**config.mk**
```make
export PLATFORM = sky130hd
export DESIGN_NAME = neighbour_reachability_fsm
export DESIGN_NICKNAME = d
export VERILOG_FILES = /design/src/sv/nrf_pkg.sv /design/src/sv/nrf_front.sv /design/src/sv/nrf_queue.sv /design/src/sv/nrf_back.sv /design/src/sv/neighbour_reachability_fsm.sv
export SDC_FILE = /design/constraint.sdc
export NUM_CORES = 1
export LEC_CHECK = 0
export ABC_AREA = 1
export BUFFER_PORTS_ARGS = -buffer_cell sky130_fd_sc_hd__buf_4
export CAP_MARGIN = 20
export CORE_MARGIN = 2
export CORE_UTILIZATION = 30
export CTS_CLUSTER_DIAMETER = 150
export DETAILED_ROUTE_END_ITERATION = 12
export GPL_TIMING_DRIVEN = 0
export MAX_ROUTING_LAYER = met4
export RECOVER_POWER = 100
export SLEW_MARGIN = 20
export SYNTH_ARGS = -nofsm -noshare
export SYNTH_HDL_FRONTEND = slang
export SYNTH_SLANG_ARGS = --single-unit
export TNS_END_PERCENT = 10
```
**constraint.sdc**
```tcl
create_clock -name i_clk -period 11.3 [get_ports i_clk]
set_input_delay 0.565 -clock i_clk [delete_from_list [all_inputs] [get_ports i_clk]]
set_output_delay 0.565 -clock i_clk [all_outputs]
set_load 0.02 [all_outputs]
```
**src/sv/nrf_pkg.sv**
```systemverilog
// Shared types, constants and helpers for the neighbor reachability block.
package nrf_pkg;

    localparam int TS_W           = 32;
    localparam int CNT_W          = 8;
    localparam int ADDR_W         = 48;
    localparam int CFG_W          = 32;
    localparam int CFG_IDX_W      = 3;
    localparam int Q_DEPTH        = 2;

    localparam int HOLD_LIMIT_DEF      = 255;
    localparam int LINK_ADDR_BYTES_DEF = 6;

    localparam logic [TS_W-1:0]  REACHABLE_RST   = 32'd30000;
    localparam logic [TS_W-1:0]  RETRANSMIT_RST  = 32'd1000;
    localparam logic [TS_W-1:0]  PROBE_DELAY_RST = 32'd5000;
    localparam logic [CNT_W-1:0] MAX_RETX_RST    = 8'd3;
    localparam logic [TS_W-1:0]  FIRST_RES_RST   = 32'd1000;

    typedef enum logic [CFG_IDX_W-1:0] {
        CFG_REACHABLE   = 3'd0,
        CFG_RETRANSMIT  = 3'd1,
        CFG_PROBE_DELAY = 3'd2,
        CFG_MAX_RETX    = 3'd3,
        CFG_FIRST_RES   = 3'd4
    } t_cfg_idx;

    typedef enum logic [1:0] {
        CMD_TICK    = 2'd0,
        CMD_PACKET  = 2'd1,
        CMD_CONFIRM = 2'd2,
        CMD_REMOVE  = 2'd3
    } t_cmd;

    typedef enum logic [2:0] {
        ST_NONE       = 3'd0,
        ST_INCOMPLETE = 3'd1,
        ST_REACHABLE  = 3'd2,
        ST_STALE      = 3'd3,
        ST_DELAY      = 3'd4,
        ST_PROBE      = 3'd5,
        ST_FAILED     = 3'd6
    } t_nud;

    // One classified request as it sits in the queue.
    typedef struct packed {
        t_cmd              cmd;
        logic [ADDR_W-1:0] addr;
    } t_req;

    // Queue status seen by the front and the back.
    typedef struct packed {
        logic full;
        logic empty;
    } t_qstat;

    typedef struct packed {
        logic              send_now;
        logic              held;
        logic              dropped;
        logic              solicit;
        logic [CNT_W-1:0]  flush_count;
        t_nud              entry_state;
        logic [ADDR_W-1:0] hw_address;
    } t_result;

    // Wrap-safe a <= b on timestamps.
    function automatic logic time_reached(input logic [TS_W-1:0] a,
                                          input logic [TS_W-1:0] b);
        logic [TS_W-1:0] diff;
        diff = b - a;
        return ~diff[TS_W-1];
    endfunction

endpackage

```
**src/sv/nrf_front.sv**
```systemverilog
// Front end: takes requests, decodes the command and trims the link address.
module nrf_front import nrf_pkg::*; #(
    parameter int LINK_ADDR_BYTES = LINK_ADDR_BYTES_DEF
) (
    input  logic              i_valid,
    output logic              o_ready,
    input  logic [1:0]        i_command,
    input  logic [ADDR_W-1:0] i_link_address,
    input  t_qstat            i_qstat,
    output logic              o_push,
    output t_req              o_req
);

    localparam int ADDR_KEEP = (LINK_ADDR_BYTES >= 6) ? ADDR_W : 8 * LINK_ADDR_BYTES;
    localparam logic [ADDR_W-1:0] ADDR_MASK = {ADDR_W{1'b1}} >> (ADDR_W - ADDR_KEEP);

    t_cmd cmd;

    always_comb begin
        unique case (i_command)
            2'd0:    cmd = CMD_TICK;
            2'd1:    cmd = CMD_PACKET;
            2'd2:    cmd = CMD_CONFIRM;
            default: cmd = CMD_REMOVE;
        endcase
    end

    assign o_ready   = ~i_qstat.full;
    assign o_push    = i_valid & ~i_qstat.full;
    assign o_req.cmd = cmd;
    // address only matters for a confirmation
    assign o_req.addr = (cmd == CMD_CONFIRM) ? (i_link_address & ADDR_MASK) : '0;

endmodule

```
**src/sv/nrf_queue.sv**
```systemverilog
// Short request queue between the front end and the state engine.
module nrf_queue import nrf_pkg::*; (
    input  logic   i_clk,
    input  logic   i_rst_n,
    input  logic   i_push,
    input  t_req   i_req,
    input  logic   i_pop,
    output t_req   o_head,
    output t_qstat o_qstat
);

    localparam int PTR_W = (Q_DEPTH > 1) ? $clog2(Q_DEPTH) : 1;
    localparam int CW    = $clog2(Q_DEPTH + 1);

    t_req             r_mem [Q_DEPTH];
    logic [PTR_W-1:0] r_wr_ptr, n_wr_ptr;
    logic [PTR_W-1:0] r_rd_ptr, n_rd_ptr;
    logic [CW-1:0]    r_count, n_count;

    function automatic logic [PTR_W-1:0] ptr_inc(input logic [PTR_W-1:0] p);
        return (p == PTR_W'(Q_DEPTH - 1)) ? '0 : p + PTR_W'(1);
    endfunction

    always_comb begin
        n_wr_ptr = i_push ? ptr_inc(r_wr_ptr) : r_wr_ptr;
        n_rd_ptr = i_pop  ? ptr_inc(r_rd_ptr) : r_rd_ptr;
        n_count  = r_count;
        if (i_push && !i_pop) begin
            n_count = r_count + CW'(1);
        end else if (!i_push && i_pop) begin
            n_count = r_count - CW'(1);
        end
    end

    always_ff @(posedge i_clk) begin
        if (!i_rst_n) begin
            r_wr_ptr <= '0;
            r_rd_ptr <= '0;
            r_count  <= '0;
        end else begin
            r_wr_ptr <= n_wr_ptr;
            r_rd_ptr <= n_rd_ptr;
            r_count  <= n_count;
        end
    end

    always_ff @(posedge i_clk) begin
        if (i_push) begin
            r_mem[r_wr_ptr] <= i_req;
        end
    end

    assign o_head        = r_mem[r_rd_ptr];
    assign o_qstat.full  = (r_count == CW'(Q_DEPTH));
    assign o_qstat.empty = (r_count == '0);

endmodule

```
**src/sv/nrf_back.sv**
```systemverilog
// State engine: entry state, timers, hold count and the result register.
module nrf_back import nrf_pkg::*; #(
    parameter int HOLD_LIMIT = HOLD_LIMIT_DEF
) (
    input  logic                 i_clk,
    input  logic                 i_rst_n,
    input  logic                 i_cfg_we,
    input  logic [CFG_IDX_W-1:0] i_cfg_index,
    input  logic [CFG_W-1:0]     i_cfg_data,
    input  t_qstat               i_qstat,
    input  t_req                 i_req,
    output logic                 o_pop,
    output logic                 o_valid,
    input  logic                 i_ready,
    output t_result              o_result
);

    // configuration
    logic [TS_W-1:0]  r_reach, r_retx, r_probe_delay, r_first_res;
    logic [CNT_W-1:0] r_max_retx;

    // entry state
    t_nud              r_state, n_state;
    logic [TS_W-1:0]   r_tick, n_tick;
    logic [TS_W-1:0]   r_deadline, n_deadline;
    logic              r_armed, n_armed;
    logic [TS_W-1:0]   r_confirmed, n_confirmed;
    logic [TS_W-1:0]   r_delay_at, n_delay_at;
    logic [CNT_W-1:0]  r_retry, n_retry;
    logic [CNT_W-1:0]  r_held, n_held;
    logic [ADDR_W-1:0] r_addr, n_addr;

    logic            r_out_valid;
    t_result         r_out, res;
    logic [TS_W-1:0] tick_next, fresh_until, probe_due;

    assign o_pop = ~i_qstat.empty & (~r_out_valid | i_ready);

    always_ff @(posedge i_clk) begin
        if (!i_rst_n) begin
            r_reach       <= REACHABLE_RST;
            r_retx        <= RETRANSMIT_RST;
            r_probe_delay <= PROBE_DELAY_RST;
            r_max_retx    <= MAX_RETX_RST;
            r_first_res   <= FIRST_RES_RST;
        end else if (i_cfg_we) begin
            case (i_cfg_index)
                CFG_REACHABLE:   r_reach       <= i_cfg_data;
                CFG_RETRANSMIT:  r_retx        <= i_cfg_data;
                CFG_PROBE_DELAY: r_probe_delay <= i_cfg_data;
                CFG_MAX_RETX:    r_max_retx    <= i_cfg_data[CNT_W-1:0];
                CFG_FIRST_RES:   r_first_res   <= i_cfg_data;
                default: ;
            endcase
        end
    end

    always_comb begin
        n_state     = r_state;
        n_tick      = r_tick;
        n_deadline  = r_deadline;
        n_armed     = r_armed;
        n_confirmed = r_confirmed;
        n_delay_at  = r_delay_at;
        n_retry     = r_retry;
        n_held      = r_held;
        n_addr      = r_addr;
        res         = '0;
        tick_next   = r_tick + TS_W'(1);
        fresh_until = r_confirmed + r_reach;
        probe_due   = r_delay_at + r_probe_delay;

        unique case (i_req.cmd)
            CMD_TICK: begin
                n_tick = tick_next;
                if (r_armed && time_reached(r_deadline, tick_next)) begin
                    n_armed = 1'b0;
                    unique case (r_state) inside
                        ST_INCOMPLETE, ST_PROBE: begin
                            if (r_retry != '1) begin
                                n_retry = r_retry + CNT_W'(1);
                            end
                            if (r_retry > r_max_retx) begin
                                n_state = ST_FAILED;
                            end else begin
                                n_deadline  = tick_next + r_retx;
                                n_armed     = 1'b1;
                                res.solicit = 1'b1;
                            end
                        end
                        ST_REACHABLE: begin
                            if (time_reached(fresh_until, tick_next)) begin
                                n_state = ST_STALE;
                            end else begin
                                n_deadline = fresh_until;
                                n_armed    = 1'b1;
                            end
                        end
                        ST_DELAY: begin
                            if (time_reached(probe_due, tick_next)) begin
                                n_state     = ST_PROBE;
                                n_retry     = '0;
                                n_deadline  = tick_next + r_retx;
                                n_armed     = 1'b1;
                                res.solicit = 1'b1;
                            end else if (!time_reached(fresh_until, tick_next)) begin
                                n_state    = ST_REACHABLE;
                                n_deadline = fresh_until;
                                n_armed    = 1'b1;
                            end
                        end
                        default: ;
                    endcase
                end
            end
            CMD_PACKET: begin
                unique case (r_state) inside
                    ST_REACHABLE, ST_DELAY: begin
                        res.send_now = 1'b1;
                    end
                    ST_STALE: begin
                        n_state      = ST_DELAY;
                        n_delay_at   = r_tick;
                        n_deadline   = r_tick + r_probe_delay;
                        n_armed      = 1'b1;
                        res.send_now = 1'b1;
                    end
                    default: begin
                        if (r_held < CNT_W'(HOLD_LIMIT)) begin
                            n_held   = r_held + CNT_W'(1);
                            res.held = 1'b1;
                        end else begin
                            res.dropped = 1'b1;
                        end
                        if (r_state != ST_PROBE && r_state != ST_INCOMPLETE) begin
                            n_retry     = '0;
                            n_state     = ST_INCOMPLETE;
                            n_deadline  = r_tick + r_first_res;
                            n_armed     = 1'b1;
                            res.solicit = 1'b1;
                        end
                    end
                endcase
            end
            CMD_CONFIRM: begin
                n_addr          = i_req.addr;
                n_state         = ST_REACHABLE;
                n_confirmed     = r_tick;
                n_deadline      = r_tick + r_reach;
                n_armed         = 1'b1;
                res.flush_count = r_held;
                n_held          = '0;
            end
            default: begin
                n_state     = ST_NONE;
                n_deadline  = '0;
                n_armed     = 1'b0;
                n_confirmed = '0;
                n_delay_at  = '0;
                n_retry     = '0;
                n_held      = '0;
                n_addr      = '0;
            end
        endcase

        res.entry_state = n_state;
        res.hw_address  = n_addr;
    end

    always_ff @(posedge i_clk) begin
        if (!i_rst_n) begin
            r_state     <= ST_NONE;
            r_tick      <= '0;
            r_deadline  <= '0;
            r_armed     <= 1'b0;
            r_confirmed <= '0;
            r_delay_at  <= '0;
            r_retry     <= '0;
            r_held      <= '0;
            r_addr      <= '0;
            r_out_valid <= 1'b0;
        end else begin
            if (o_pop) begin
                r_state     <= n_state;
                r_tick      <= n_tick;
                r_deadline  <= n_deadline;
                r_armed     <= n_armed;
                r_confirmed <= n_confirmed;
                r_delay_at  <= n_delay_at;
                r_retry     <= n_retry;
                r_held      <= n_held;
                r_addr      <= n_addr;
                r_out_valid <= 1'b1;
            end else if (i_ready) begin
                r_out_valid <= 1'b0;
            end
        end
    end

    always_ff @(posedge i_clk) begin
        if (o_pop) begin
            r_out <= res;
        end
    end

    assign o_valid  = r_out_valid;
    assign o_result = r_out;

endmodule

```
**src/sv/neighbour_reachability_fsm.sv**
```systemverilog
// Top level: neighbor reachability engine for one ARP/NDP entry.
// A taken request is queued, and the state engine settles it into the result register.
// Throughput: one request per cycle while the result register is free or being read.
// The two-entry request queue and the result register decouple input and output stalls.
// Reset (synchronous, active low) clears the entry, tick clock and queue and loads
// the default timer settings; requests are taken from the first cycle after reset.
module neighbour_reachability_fsm import nrf_pkg::*; #(
    parameter int HOLD_LIMIT      = HOLD_LIMIT_DEF,
    parameter int LINK_ADDR_BYTES = LINK_ADDR_BYTES_DEF
) (
    input  logic                 i_clk,
    input  logic                 i_rst_n,
    // configuration writes
    input  logic                 i_cfg_we,
    input  logic [CFG_IDX_W-1:0] i_cfg_index,
    input  logic [CFG_W-1:0]     i_cfg_data,
    // request channel
    input  logic                 i_in_valid,
    output logic                 o_in_ready,
    input  logic [1:0]           i_command,
    input  logic [ADDR_W-1:0]    i_link_address,
    // result channel
    output logic                 o_out_valid,
    input  logic                 i_out_ready,
    output logic                 o_send_now,
    output logic                 o_held,
    output logic                 o_dropped,
    output logic                 o_solicit,
    output logic [CNT_W-1:0]     o_flush_count,
    output logic [2:0]           o_entry_state,
    output logic [ADDR_W-1:0]    o_hw_address
);

    t_qstat  qstat;
    t_req    push_req, head_req;
    logic    push, pop;
    t_result result;

    // Front: decode the command, keep only the used address bytes.
    nrf_front #(
        .LINK_ADDR_BYTES(LINK_ADDR_BYTES)
    ) u_front (
        .i_valid        (i_in_valid),
        .o_ready        (o_in_ready),
        .i_command      (i_command),
        .i_link_address (i_link_address),
        .i_qstat        (qstat),
        .o_push         (push),
        .o_req          (push_req)
    );

    // Queue between front and state engine.
    nrf_queue u_queue (
        .i_clk   (i_clk),
        .i_rst_n (i_rst_n),
        .i_push  (push),
        .i_req   (push_req),
        .i_pop   (pop),
        .o_head  (head_req),
        .o_qstat (qstat)
    );

    // State engine; pops one request per cycle while the result register is free.
    nrf_back #(
        .HOLD_LIMIT(HOLD_LIMIT)
    ) u_back (
        .i_clk       (i_clk),
        .i_rst_n     (i_rst_n),
        .i_cfg_we    (i_cfg_we),
        .i_cfg_index (i_cfg_index),
        .i_cfg_data  (i_cfg_data),
        .i_qstat     (qstat),
        .i_req       (head_req),
        .o_pop       (pop),
        .o_valid     (o_out_valid),
        .i_ready     (i_out_ready),
        .o_result    (result)
    );

    assign o_send_now    = result.send_now;
    assign o_held        = result.held;
    assign o_dropped     = result.dropped;
    assign o_solicit     = result.solicit;
    assign o_flush_count = result.flush_count;
    assign o_entry_state = result.entry_state;
    assign o_hw_address  = result.hw_address;

    // A packet is either sent, held or dropped, never two at once.
    a_packet_outcome: assert property (@(posedge i_clk) disable iff (!i_rst_n)
        o_out_valid |-> !(o_send_now && (o_held || o_dropped)) && !(o_held && o_dropped))
        else $error("packet outcome flags overlap");

    // A flush only comes with a confirmation, which leaves the entry reachable.
    a_flush_reachable: assert property (@(posedge i_clk) disable iff (!i_rst_n)
        (o_out_valid && o_flush_count != '0) |-> o_entry_state == 3'(ST_REACHABLE))
        else $error("flush without reachable state");

    // Solicitations are only sent while resolving or probing.
    a_solicit_state: assert property (@(posedge i_clk) disable iff (!i_rst_n)
        (o_out_valid && o_solicit) |->
            (o_entry_state == 3'(ST_INCOMPLETE) || o_entry_state == 3'(ST_PROBE)))
        else $error("solicit outside incomplete/probe");

    // The queue is never popped while empty nor written while full.
    a_queue_guard: assert property (@(posedge i_clk) disable iff (!i_rst_n)
        !(pop && qstat.empty) && !(push && qstat.full))
        else $error("queue overrun or underrun");

endmodule

```
Word-level counts from Yosys, hierarchy flattened
Memories as Yosys holds them, arrays and structs flattened. A register that Yosys moved wholly into a read port is not among the register bits.
Cells that the tools add are included.
{ "word_totals": {"regBits": 400, "mem_bits_rw": 100, "in_bits": 90, "output_inout_bits": 65, "word_cells": 176, "memories": 1} }
{ "op_classes": {"addsub": 16, "order_cmp": 2, "n_eq_ne": 30, "mux": 60, "bitwise_logic": 12, "reduce_logical": 30} }
{ "mem_list": {"columns": ["memory", "words", "width", "read_ports", "rd_clocked_by_memory_dff", "write_ports", "line_no", "text"], "rows": [
  ["u_queue.r_mem", 2, 50, 1, 1, 1, "nrf_queue.sv:15", "t_req r_mem [Q_DEPTH];"]
]} }
{ "ops": {"columns": ["cell", "count"], "rows": [
  ["$add 32x32->32", 6],
  ["$mux 32", 6],
  ["$pmux 32 s2", 3],
  ["$pmux 32 s3", 2],
  ["$pmux 48 s2", 1],
  ["$sub 32x32->32", 3],
  ["$mux 8", 7],
  ["$mux 48", 1],
  ["$add 32x1->32 const B", 1],
  ["$pmux 8 s2", 2],
  ["$pmux 8 s3", 1],
  ["$mux 1", 20],
  ["$mux 3", 6],
  ["$pmux 3 s3", 2],
  ["$add 8x1->8 const B", 2],
  ["$reduce_and 2->1", 7],
  ["$eq 3x2->1 const B", 4],
  ["$eq 3x3->1 const B", 3],
  ["$ne 3x3->1 const B", 3],
  ["$not 1->1", 9],
  ["$eq 2x2->1 const B", 4],
  ["$gt 8x8->1", 1],
  ["$lt 8x8->1 const B", 1],
  ["$ne 2x1->1 const B", 4],
  ["other kinds (29)", 51]
]} }

Logic depth before layout (Yosys ltp)
Gate-level depths: netlist (run 1).
{ "logic_depth": {"ltp_word": 7, "depth_mapped": 34, "mapped_depth_nobuf": 32} }

Hierarchy
From an unflattened synthesis (run 1), not the netlist that was laid out.
{ "hier_totals": {"cells_unflattened": 3986, "hier_area_um2": 30142.7} }
{ "modules_own_cells": {"columns": ["mod", "n_inst", "cells_each", "area_per_inst_um2", "seq_area_each_um2"], "rows": [
  ["nrf_back", 1, 3687, 25594.5, 8558.2],
  ["nrf_queue", 1, 191, 4092.7, 3103.0],
  ["nrf_front", 1, 108, 455.4, 0.0]
]} }

Worst setup path after synthesis (run 1)
Ideal clock, no wire load.
{ "synth_timing": {"kind": "flip-flop to flip-flop", "from": "register u_back.r_tick[0]", "to": "register u_back.r_deadline[17]", "setup_time_ns": 0.070, "arrival_ns": 4.509, "required_ns": 11.230, "path_slack_ns": 6.721, "path_stages_with_launch": 32, "path_buffers": 1, "synth_period_minus_slack_ns": 4.579, "cell_sequence": "dfxtp_1 > ha_1 > and3_1 > nand2_1 > nor3_1 > nand2_1 > nor2_1 > nand2_1 > nor2_1 > nand3_1 > nor2_1 > nand3_1 > xor2_1 > inv_1 > fa_1 > inv_1 > ha_1 > nand2_1 > nor2_1 > nand4_1 > nor4_1 > a21oi_1 > nand2_1 > nand3_1 > nand2_1 > buf_2 > nand3_1 > nand2_1 > nand2_1 > nand2_1 > nand2_1 > a21oi_1"} }
{ "synth_between": {"elab_chain_len": 7, "word_cells_on_any_way": 20, "classes_between": "8 x add/sub; 1 x eq/ne; 8 x mux; 1 x bitwise; 2 x reduce/logical"} }
{ "synth_rtl": {"columns": ["element", "line_no", "text"], "rows": [
  ["start: declaration", "nrf_back.sv:24", "logic [TS_W-1:0] r_tick, n_tick;"],
  ["start signal: assignment", "nrf_back.sv:185", "r_tick <= n_tick;"],
  ["$add 32x1->32 (*)", "nrf_back.sv:69", "tick_next = r_tick + TS_W'(1);"],
  ["via u_back.tick_next[28]", "nrf_back.sv:35", "logic [TS_W-1:0] tick_next, fresh_until, probe_due;"],
  ["$sub 32x32->32", "nrf_pkg.sv:71", "diff = b - a;"],
  ["$mux 32", null, null],
  ["$mux 32", "nrf_back.sv:100", "if (time_reached(probe_due, tick_next)) begin"],
  ["$pmux 32 s3", "nrf_back.sv:78", "unique case (r_state) inside"],
  ["$mux 32", "nrf_back.sv:76", "if (r_armed && time_reached(r_deadline, tick_next)) begin"],
  ["$pmux 32 s3", "nrf_back.sv:73", "unique case (i_req.cmd)"],
  ["end signal: assignment", "nrf_back.sv:186", "r_deadline <= n_deadline;"],
  ["end: declaration", "nrf_back.sv:25", "logic [TS_W-1:0] r_deadline, n_deadline;"]
]} }
Mark *: on every way through the listed nets, which the timed path passes. The rest lies on a longest branch. The select of a mux whose other input is x is not followed.
A chain may end at the register's enable or synchronous reset.

Worst setup path after layout (run 1)
Same ends and word-level chain as after synthesis.

==> results of run 1 <==
## layout make-up
type                            instances  area (µm²)
Inverter                              452        1700
Fill cell                           10800       65200
Timing Repair Buffer                  162         928
Antenna cell                            5        12.5
Multi-Input combinational cell       3040       16100
Buffer                                174         689
Tap cell                             1298        1620
Clock buffer                           83        1670
Sequential cell                       501       11700
Clock inverter                         20         309
## final timing paths
path | start | end | cells past startpoint
hold reg to reg | u_queue.r_rd_ptr | u_queue.r_rd_ptr | 1
setup reg to reg | u_back.r_tick[0] | u_back.r_deadline[17] | 25
setup / recovery | u_back.r_tick[0] | u_back.r_deadline[17] | 25
hold / removal | i_cfg_data[31] | u_back.r_reach[31] | 3
## logic make-up after synthesis
group	synth area share, %
AND/OR/NAND/NOR	24.8
AO/OA/AOI/OAI	15.6
buffers and inverters	7.93
flip-flops	38.7
adder cells (fa/ha/maj)	10.5
XOR/XNOR	2.44
## placed cells by master, fill, tap and decap left out, types with 13 or more instances in the layout
cell type	synthesis	layout
nand2_1	809	809
nor2_1	627	627
o21ai_0	456	456
inv_1	443	447
a21oi_1	374	374
dfxtp_1	338	338
nand3_1	260	260
clkbuf_1	152	245
ha_1	201	201
edfxtp_1	163	163
buf_4	1	85
xor2_1	62	62
clkbuf_16	0	57
nor3_1	40	41
fa_1	32	32
nand4_1	31	31
xnor2_1	22	22
or2_2	19	19
clkbuf_8	0	14
a21o_1	13	13
## layer usage
layer,wire length [µm],vias to the layer above,global-route usage [%]
met5,0,-,-
met1,50100,13500,29.2
met2,51600,1118,35.2
met3,9430,190,4.12
met4,5070,0,8.74
li1,-,14200,-
## power groups by stage
| stage | clock (mW) | combinational [mW] | sequential (mW) |
|---|---|---|---|
| floorplan | 0 | 2.52 | 2.63 |
| global placement | 0 | 4.17 | 2.54 |
| detailed placement | 0 | 4.23 | 2.51 |
| CTS | 2.00 | 4.25 | 2.48 |
| global route | 2.07 | 4.59 | 2.53 |
| finish | 1.97 | 4.16 | 2.49 |
## flip-flops by register name (all words and copies together), names as in the netlist, named ones only
register	flops
u_back.o_result	63
u_back.o_valid	1
u_back.r_addr	48
u_back.r_armed	1
u_back.r_confirmed	32
u_back.r_deadline	32
u_back.r_delay_at	32
u_back.r_first_res	32
u_back.r_held	8
u_back.r_max_retx	8
u_back.r_probe_delay	32
u_back.r_reach	32
u_back.r_retry	8
u_back.r_retx	32
u_back.r_state	3
u_back.r_tick	32
u_queue.r_count	2
u_queue.r_mem	100
u_queue.r_rd_ptr	1
u_queue.r_wr_ptr	1
## per-stage QoR
step                      cell area (µm²)  instances  power [mW]  setup WS (ns)
after floorplan                     30100       4167        5.15           6.72
after global placement              32900       5619        6.71           4.18
after detailed placement            33100       5626        6.74           4.12
after CTS                           35000       5729        8.74           4.06
after global routing                34700       5733        9.18           2.98
final                               34700       5735        8.62           3.42
## cells in the mapped netlist, drive strengths merged, types with 3 or more instances
cell type / n / area share [%]
a31oi: 10 / 0.21
nor4: 10 / 0.21
nand3: 262 / 4.4
clkbuf: 153 / 1.9
nand3b: 8 / 0.24
and3: 3 / 0.062
nand4: 31 / 0.64
a211oi: 10 / 0.25
or2: 19 / 0.39
nor3b: 3 / 0.075
clkinv: 3 / 0.037
inv: 449 / 5.6
xor2: 62 / 1.8
nor3: 42 / 0.75
nor2: 629 / 7.9
a221oi: 5 / 0.15
o21a: 3 / 0.075
fa: 32 / 2.1
dfxtp: 338 / 22
o21bai: 10 / 0.25
buf: 21 / 0.39
a21boi: 4 / 0.10
o211ai: 4 / 0.10
ha: 201 / 8.3
nand2: 812 / 10
o31ai: 3 / 0.075
o221ai: 3 / 0.087
xnor2: 22 / 0.64
o21ai: 458 / 7.6
a21o: 13 / 0.32
edfxtp: 163 / 16
a21oi: 374 / 6.2
## worst max-delay path, delay by kind of cell (launching register included)
family	cells	cell delay [ns]
compound gates	2	0.39
flops	1	0.60
xor+xnor	1	0.76
fa+ha+maj	2	0.82
simple gates	16	4.12
buf+inv	4	1.09
==> flow_metrics.py, run 1 <==
metrics = {
    "clock_tree": {
        "cts-resized-gates": 0,
        "cts_tree": "yes",
        "clock_path_buffers": 3,
        "clock-sinks": 501,
        "cts-root-buf": "clkbuf_16",
        "post_cts_buffers": 0,
        "clk_latency_ns": 0.68,
        "cts-buffers-inserted": 56,
        "cts_hold_buf": 0,
        "htree_levels": 2,
        "cts.reportedPaths.clkPinSlew_ns": 0.07,
    },
    "final_layout": {
        "nets": 4710,
        "syn_to_final_growth_pct": 15.0,
        "utilization_pct": 34.7,
        "drive_above_1_share_pct": 4.96,
    },
    "setup_path": {
        "worstSetupEndpointType": "flip-flop",
        "critPathMostFrequentCell": "nand2_1",
        "critPathKind": "reg2reg",
        "worst-path-max-fanout": 10,
        "r2r_slack_ns": 3.42,
        "max_stage_delay_ns": 0.76,
        "crit_path_top_delay_cell": "xor2_1",
        "worstPathArrival_ns": 8.46,
        "worstPathRequired_ns": 11.88,
        "critPathLaunchType": "flip-flop",
    },
    "placement": {
        "place_hpwl_um": 94300,
        "finalWeightedCongestion": 0.996,
        "io_buffers": 154,
    },
    "power_and_ir_drop": {
        "pwr-share-seq_pct": 28.9,
        "sw_frac_of_total_pct": 47.1,
        "internal-power_mw": 4.56,
        "p_clk_share_pct": 22.9,
        "power_frac_comb_pct": 48.2,
        "power.leakage_nw": 15.1,
        "power_density_nw_per_um2": 249,
        "peakVddDrop_mv": 0.162,
        "p_switching_mw": 4.06,
    },
    "sta": {
        "relSlewSlack_pct": -59.8,
        "finalClockSkew_ns": 0.0444,
        "period_share_pct": 69.8,
        "hold_violations": 0,
        "setup_viol": 0,
        "min_period_ns": 7.88,
        "setup_tns_ns": 0,
        "slew_viol_final": 75,
        "rsz0062_at_grt": "no",
        "hold_ws_ns": 0.169,
        "fmax_mhz": 127,
        "worst_pin_slew_ns": 2.40,
    },
    "yosys": {
        "synthFlopType": "dfxtp_1",
        "syn-num-nets": 4490,
        "synth_edf_count": 163,
        "syn_area_um2": 30100,
        "yosysWarnings": 0,
        "syn_area_per_cell_um2": 7.23,
        "synth_cells": 4167,
        "synthDistinctLibCells": 53,
        "synthArstFlopShare_pct": 0,
        "ys_ff_latch": 501,
        "ys_seq_area_share_pct": 38.7,
    },
    "drt": {
        "drc_errors": 0,
        "drtIter0Drc": 2931,
        "ant_nets": 0,
        "vias_per_cell": 5.05,
        "drtPass1Iterations": 6,
        "routed_wl_um": 116000,
        "avgRoutedWirePerCell_um": 20.3,
        "vias": 29000,
    },
    "floorplanning": {
        "start_util_pct": 30.2,
        "row_count": 116,
        "die_h_um": 321,
        "dieArea_um2": 103000,
        "die_x_um": 321,
        "core-area_um2": 99900,
        "num_io_pins": 155,
    },
    "worst_hold_path": {
        "hold_class": "in2reg",
    },
    "global_routing": {
        "grt_overflow": 0,
        "track_usage_pct": 22.6,
        "grt_pass1_vias": 26900,
        "antenna_found_initial": 5,
        "grt_max_degree": 40,
        "grt_pass1_wl_um": 169000,
    },
    "status": {
        "status": "finished, violations left",
        "failed_checks": "max-capacitance violations, max-slew violations",
    },
    "job": {
        "maxCapViolCount": 2,
    },
}
No activity file was read; power rests on OpenSTA's default activity.
==> run 2: changes to the inputs <==
- ABC_AREA: 1 -> 0
- clock period: 11.3 -> 8.28 ns (I/O delays scaled with it)
==> flow_metrics.py, run 2 <==
metrics = {
    "yosys": {
        "synth_edf_count": 163,
        "synthFlopType": "dfxtp_1",
        "synthMuxAreaShare_pct": 4.14,
        "yosys.area_share.simple_pct": 18.2,
        "synth_top_family_by_area": "simple AND/OR/NAND/NOR gates",
        "ys_seq_area_share_pct": 40.1,
        "synthDistinctLibCells": 84,
        "synth_area_leaders": "dfxtp_1 23%, edfxtp_1 17%, ha_1 8.7%",
        "ys_ff_latch": 501,
        "syn_area_per_cell_um2": 8.69,
        "synth_common_cells": "572 x nand2_1, 356 x a21oi_1, 338 x dfxtp_1",
        "synth_most_common_cell": "nand2_1",
        "yosysWarnings": 0,
        "syn-num-nets": 3670,
        "synthXorXnorAreaFrac_pct": 4.73,
        "synth.largest_area_cell": "dfxtp_1",
        "synth_cells": 3347,
        "synthAdderAreaFrac_pct": 10.9,
        "synth_compound_area_share_pct": 17.3,
        "synthArstFlopShare_pct": 0,
        "syn_area_um2": 29100,
        "yosys.area.top_type_share_pct": 23.3,
    },
    "power_and_ir_drop": {
        "pwr-share-seq_pct": 39.1,
        "p_clk_share_pct": 32.8,
        "sw_frac_of_total_pct": 36.6,
        "p_switching_mw": 2.87,
        "internal-power_mw": 4.97,
        "power_density_nw_per_um2": 234,
        "peakVddDrop_mv": 0.183,
        "power.leakage_nw": 13.3,
        "power_frac_comb_pct": 28.1,
    },
    "clock_tree": {
        "cts-root-buf": "clkbuf_16",
        "cts_hold_buf": 0,
        "clock_path_buffers": 3,
        "clock-sinks": 501,
        "clk_latency_ns": 0.67,
        "cts-buffers-inserted": 55,
        "htree_levels": 2,
        "post_cts_buffers": 0,
        "cts.reportedPaths.clkPinSlew_ns": 0.06,
        "cts_tree": "yes",
    },
    "sta": {
        "relSlewSlack_pct": -80.5,
        "rsz0062_at_grt": "no",
        "setup_viol": 0,
        "fmax_mhz": 127,
        "slew_viol_final": 152,
        "min_period_ns": 7.86,
        "hold_violations": 0,
        "setup_ws_ns": 0.416,
        "setup_tns_ns": 0,
        "period_share_pct": 95.0,
        "hold_ws_ns": 0.0405,
        "worst_pin_slew_ns": 2.71,
        "finalClockSkew_ns": 0.0459,
    },
    "floorplanning": {
        "num_io_pins": 155,
        "core-area_um2": 96400,
        "die_h_um": 315,
        "start_util_pct": 30.1,
        "dieArea_um2": 99400,
        "row_count": 114,
        "die_x_um": 315,
    },
    "setup_path": {
        "r2r_start": "u_back.r_tick[1]",
        "worstSetupEndpointType": "flip-flop",
        "cpLargestDelayFamily": "simple AND/OR/NAND/NOR gates",
        "critPathLaunchType": "flip-flop",
        "worst-path-max-fanout": 10,
        "r2r_cells": 24,
        "worstPathRequired_ns": 8.82,
        "critPathKind": "reg2reg",
        "rr_endpoint": "u_back.r_deadline[23]",
        "crit_path_top_delay_cell": "a211oi_4",
        "critPathMostFrequentCell": "and3_1",
        "r2r_slack_ns": 0.42,
        "max_stage_delay_ns": 0.75,
        "worstPathArrival_ns": 8.41,
        "worst-path-buf-inv": 3,
        "crit_chain": "ha_1 > and3_1 > and3_1 > and3_1 > nand4_1 > nor2_1 > and3_1 > and3_1 > clkbuf_1 > and3_1 > xnor2_1 > inv_1 > ha_1 > a21o_1 > a21o_1 > a21oi_1 > o21ai_0 > or3_1 > o21ai_0 > nand4_1 > a211oi_4 > clkbuf_2 > nand3b_1 > o221ai_1",
    },
    "status": {
        "status": "finished, violations left",
        "failed_checks": "max-capacitance violations, max-slew violations",
    },
    "global_routing": {
        "grt_overflow": 0,
        "track_usage_pct": 20.9,
        "antenna_found_initial": 8,
        "grt_pass1_wl_um": 151000,
        "grt_max_degree": 47,
        "grt_pass1_vias": 24000,
    },
    "drt": {
        "vias_per_cell": 5.19,
        "drc_errors": 0,
        "drtIter0Drc": 2290,
        "avgRoutedWirePerCell_um": 21.3,
        "routed_wl_um": 104000,
        "ant_nets": 0,
        "vias": 25400,
        "drtPass1Iterations": 6,
    },
    "worst_hold_path": {
        "hold_path_depth": 3,
        "hold_class": "in2reg",
        "hp-start": "i_cfg_data[0]",
        "min_to": "u_back.r_max_retx[0]",
    },
    "final_layout": {
        "syn_to_final_growth_pct": 15.2,
        "multi_input_area_um2": 16100,
        "utilization_pct": 34.7,
        "largest_register_ffs": 100,
        "design_area_um2": 33500,
        "nets": 3886,
        "final_common_cell": "nand2_1",
        "final_cell_mix": "572 x nand2_1, 356 x a21oi_1, 338 x dfxtp_1",
        "drive_above_1_share_pct": 7.54,
        "fill_cells": 10100,
        "regArea_um2": 11700,
        "largest_register": "u_queue.r_mem",
    },
    "placement": {
        "place_ws_ns": 0.360,
        "io_buffers": 154,
        "place_hpwl_um": 82700,
        "finalWeightedCongestion": 0.986,
        "dpl-instance-area_um2": 32000,
    },
    "job": {
        "maxCapViolCount": 6,
    },
}
-- run 2: metal layers --
layer	vias up	GRT usage, %	wire length [µm]
met3	185	2.42	6110
met4	0	8.26	4280
li1	12200	-	-
met2	836	33.1	47800
met1	12100	27.3	46000
met5	-	-	0
-- run 2: per-stage QoR --
stage	total power, mW	instances
after floorplan	4.41	3347
after detailed placement	5.44	4782
after CTS	7.99	4884
after global placement	5.40	4777
after global routing	8.12	4892
final	7.83	4892
-- run 2: worst max-delay path by stage --
stage | start | to | slack (ns) | depth (start not counted)
global placement | u_back.r_tick[1] | u_back.r_deadline[28] | 0.29 | 24
detailed placement | u_back.r_tick[1] | u_back.r_deadline[28] | 0.36 | 24
global route | u_back.r_tick[1] | u_back.r_deadline[28] | 0.12 | 24
CTS | u_back.r_tick[1] | u_back.r_deadline[28] | 0.26 | 24
finish | u_back.r_tick[1] | u_back.r_deadline[23] | 0.42 | 24
floorplan | u_back.r_tick[1] | u_back.r_retry[6] | 2.76 | 24
-- run 2: repair_timing --
action                                  4_1_cts  5_1_grt
endpoints found under the hold margin         0        0
resized for setup                             0        3
endpoints found under the setup margin        0       10
-- run 2: cells by family after synthesis --
group | after synthesis
AND/OR/NAND/NOR | 1172
multiplexers | 113
AO/OA/AOI/OAI | 820
buffers and inverters | 352
adder cells (fa/ha/maj) | 233
XOR/XNOR | 156
flip-flops | 501
-- run 2: final cells by class --
cell class                 count  share of cell area, %
clock buffer                  80                   4.69
buffer                       189                   2.24
inverter                     163                   1.83
multi-input combinational   2494                   47.9
tap                         1276                   4.77
clock inverter                22                  0.930
timing repair buffer         159                   2.73
antenna                        8                 0.0598
sequential                   501                   34.8
-- run 2: worst min-delay path, delay by kind of cell --
family,cells,cell delay (ns)
buffers and inverters,1,0.13
AND/OR/NAND/NOR,2,0.12
-- run 2: power by group through the flow --
stage               sequential, mW  clock [mW]  combinational, mW
finish                        3.07        2.57               2.20
global route                  3.09        2.69               2.33
CTS                           3.06        2.60               2.33
detailed placement            3.11           0               2.32
global placement              3.13           0               2.27
floorplan                     3.28           0               1.13
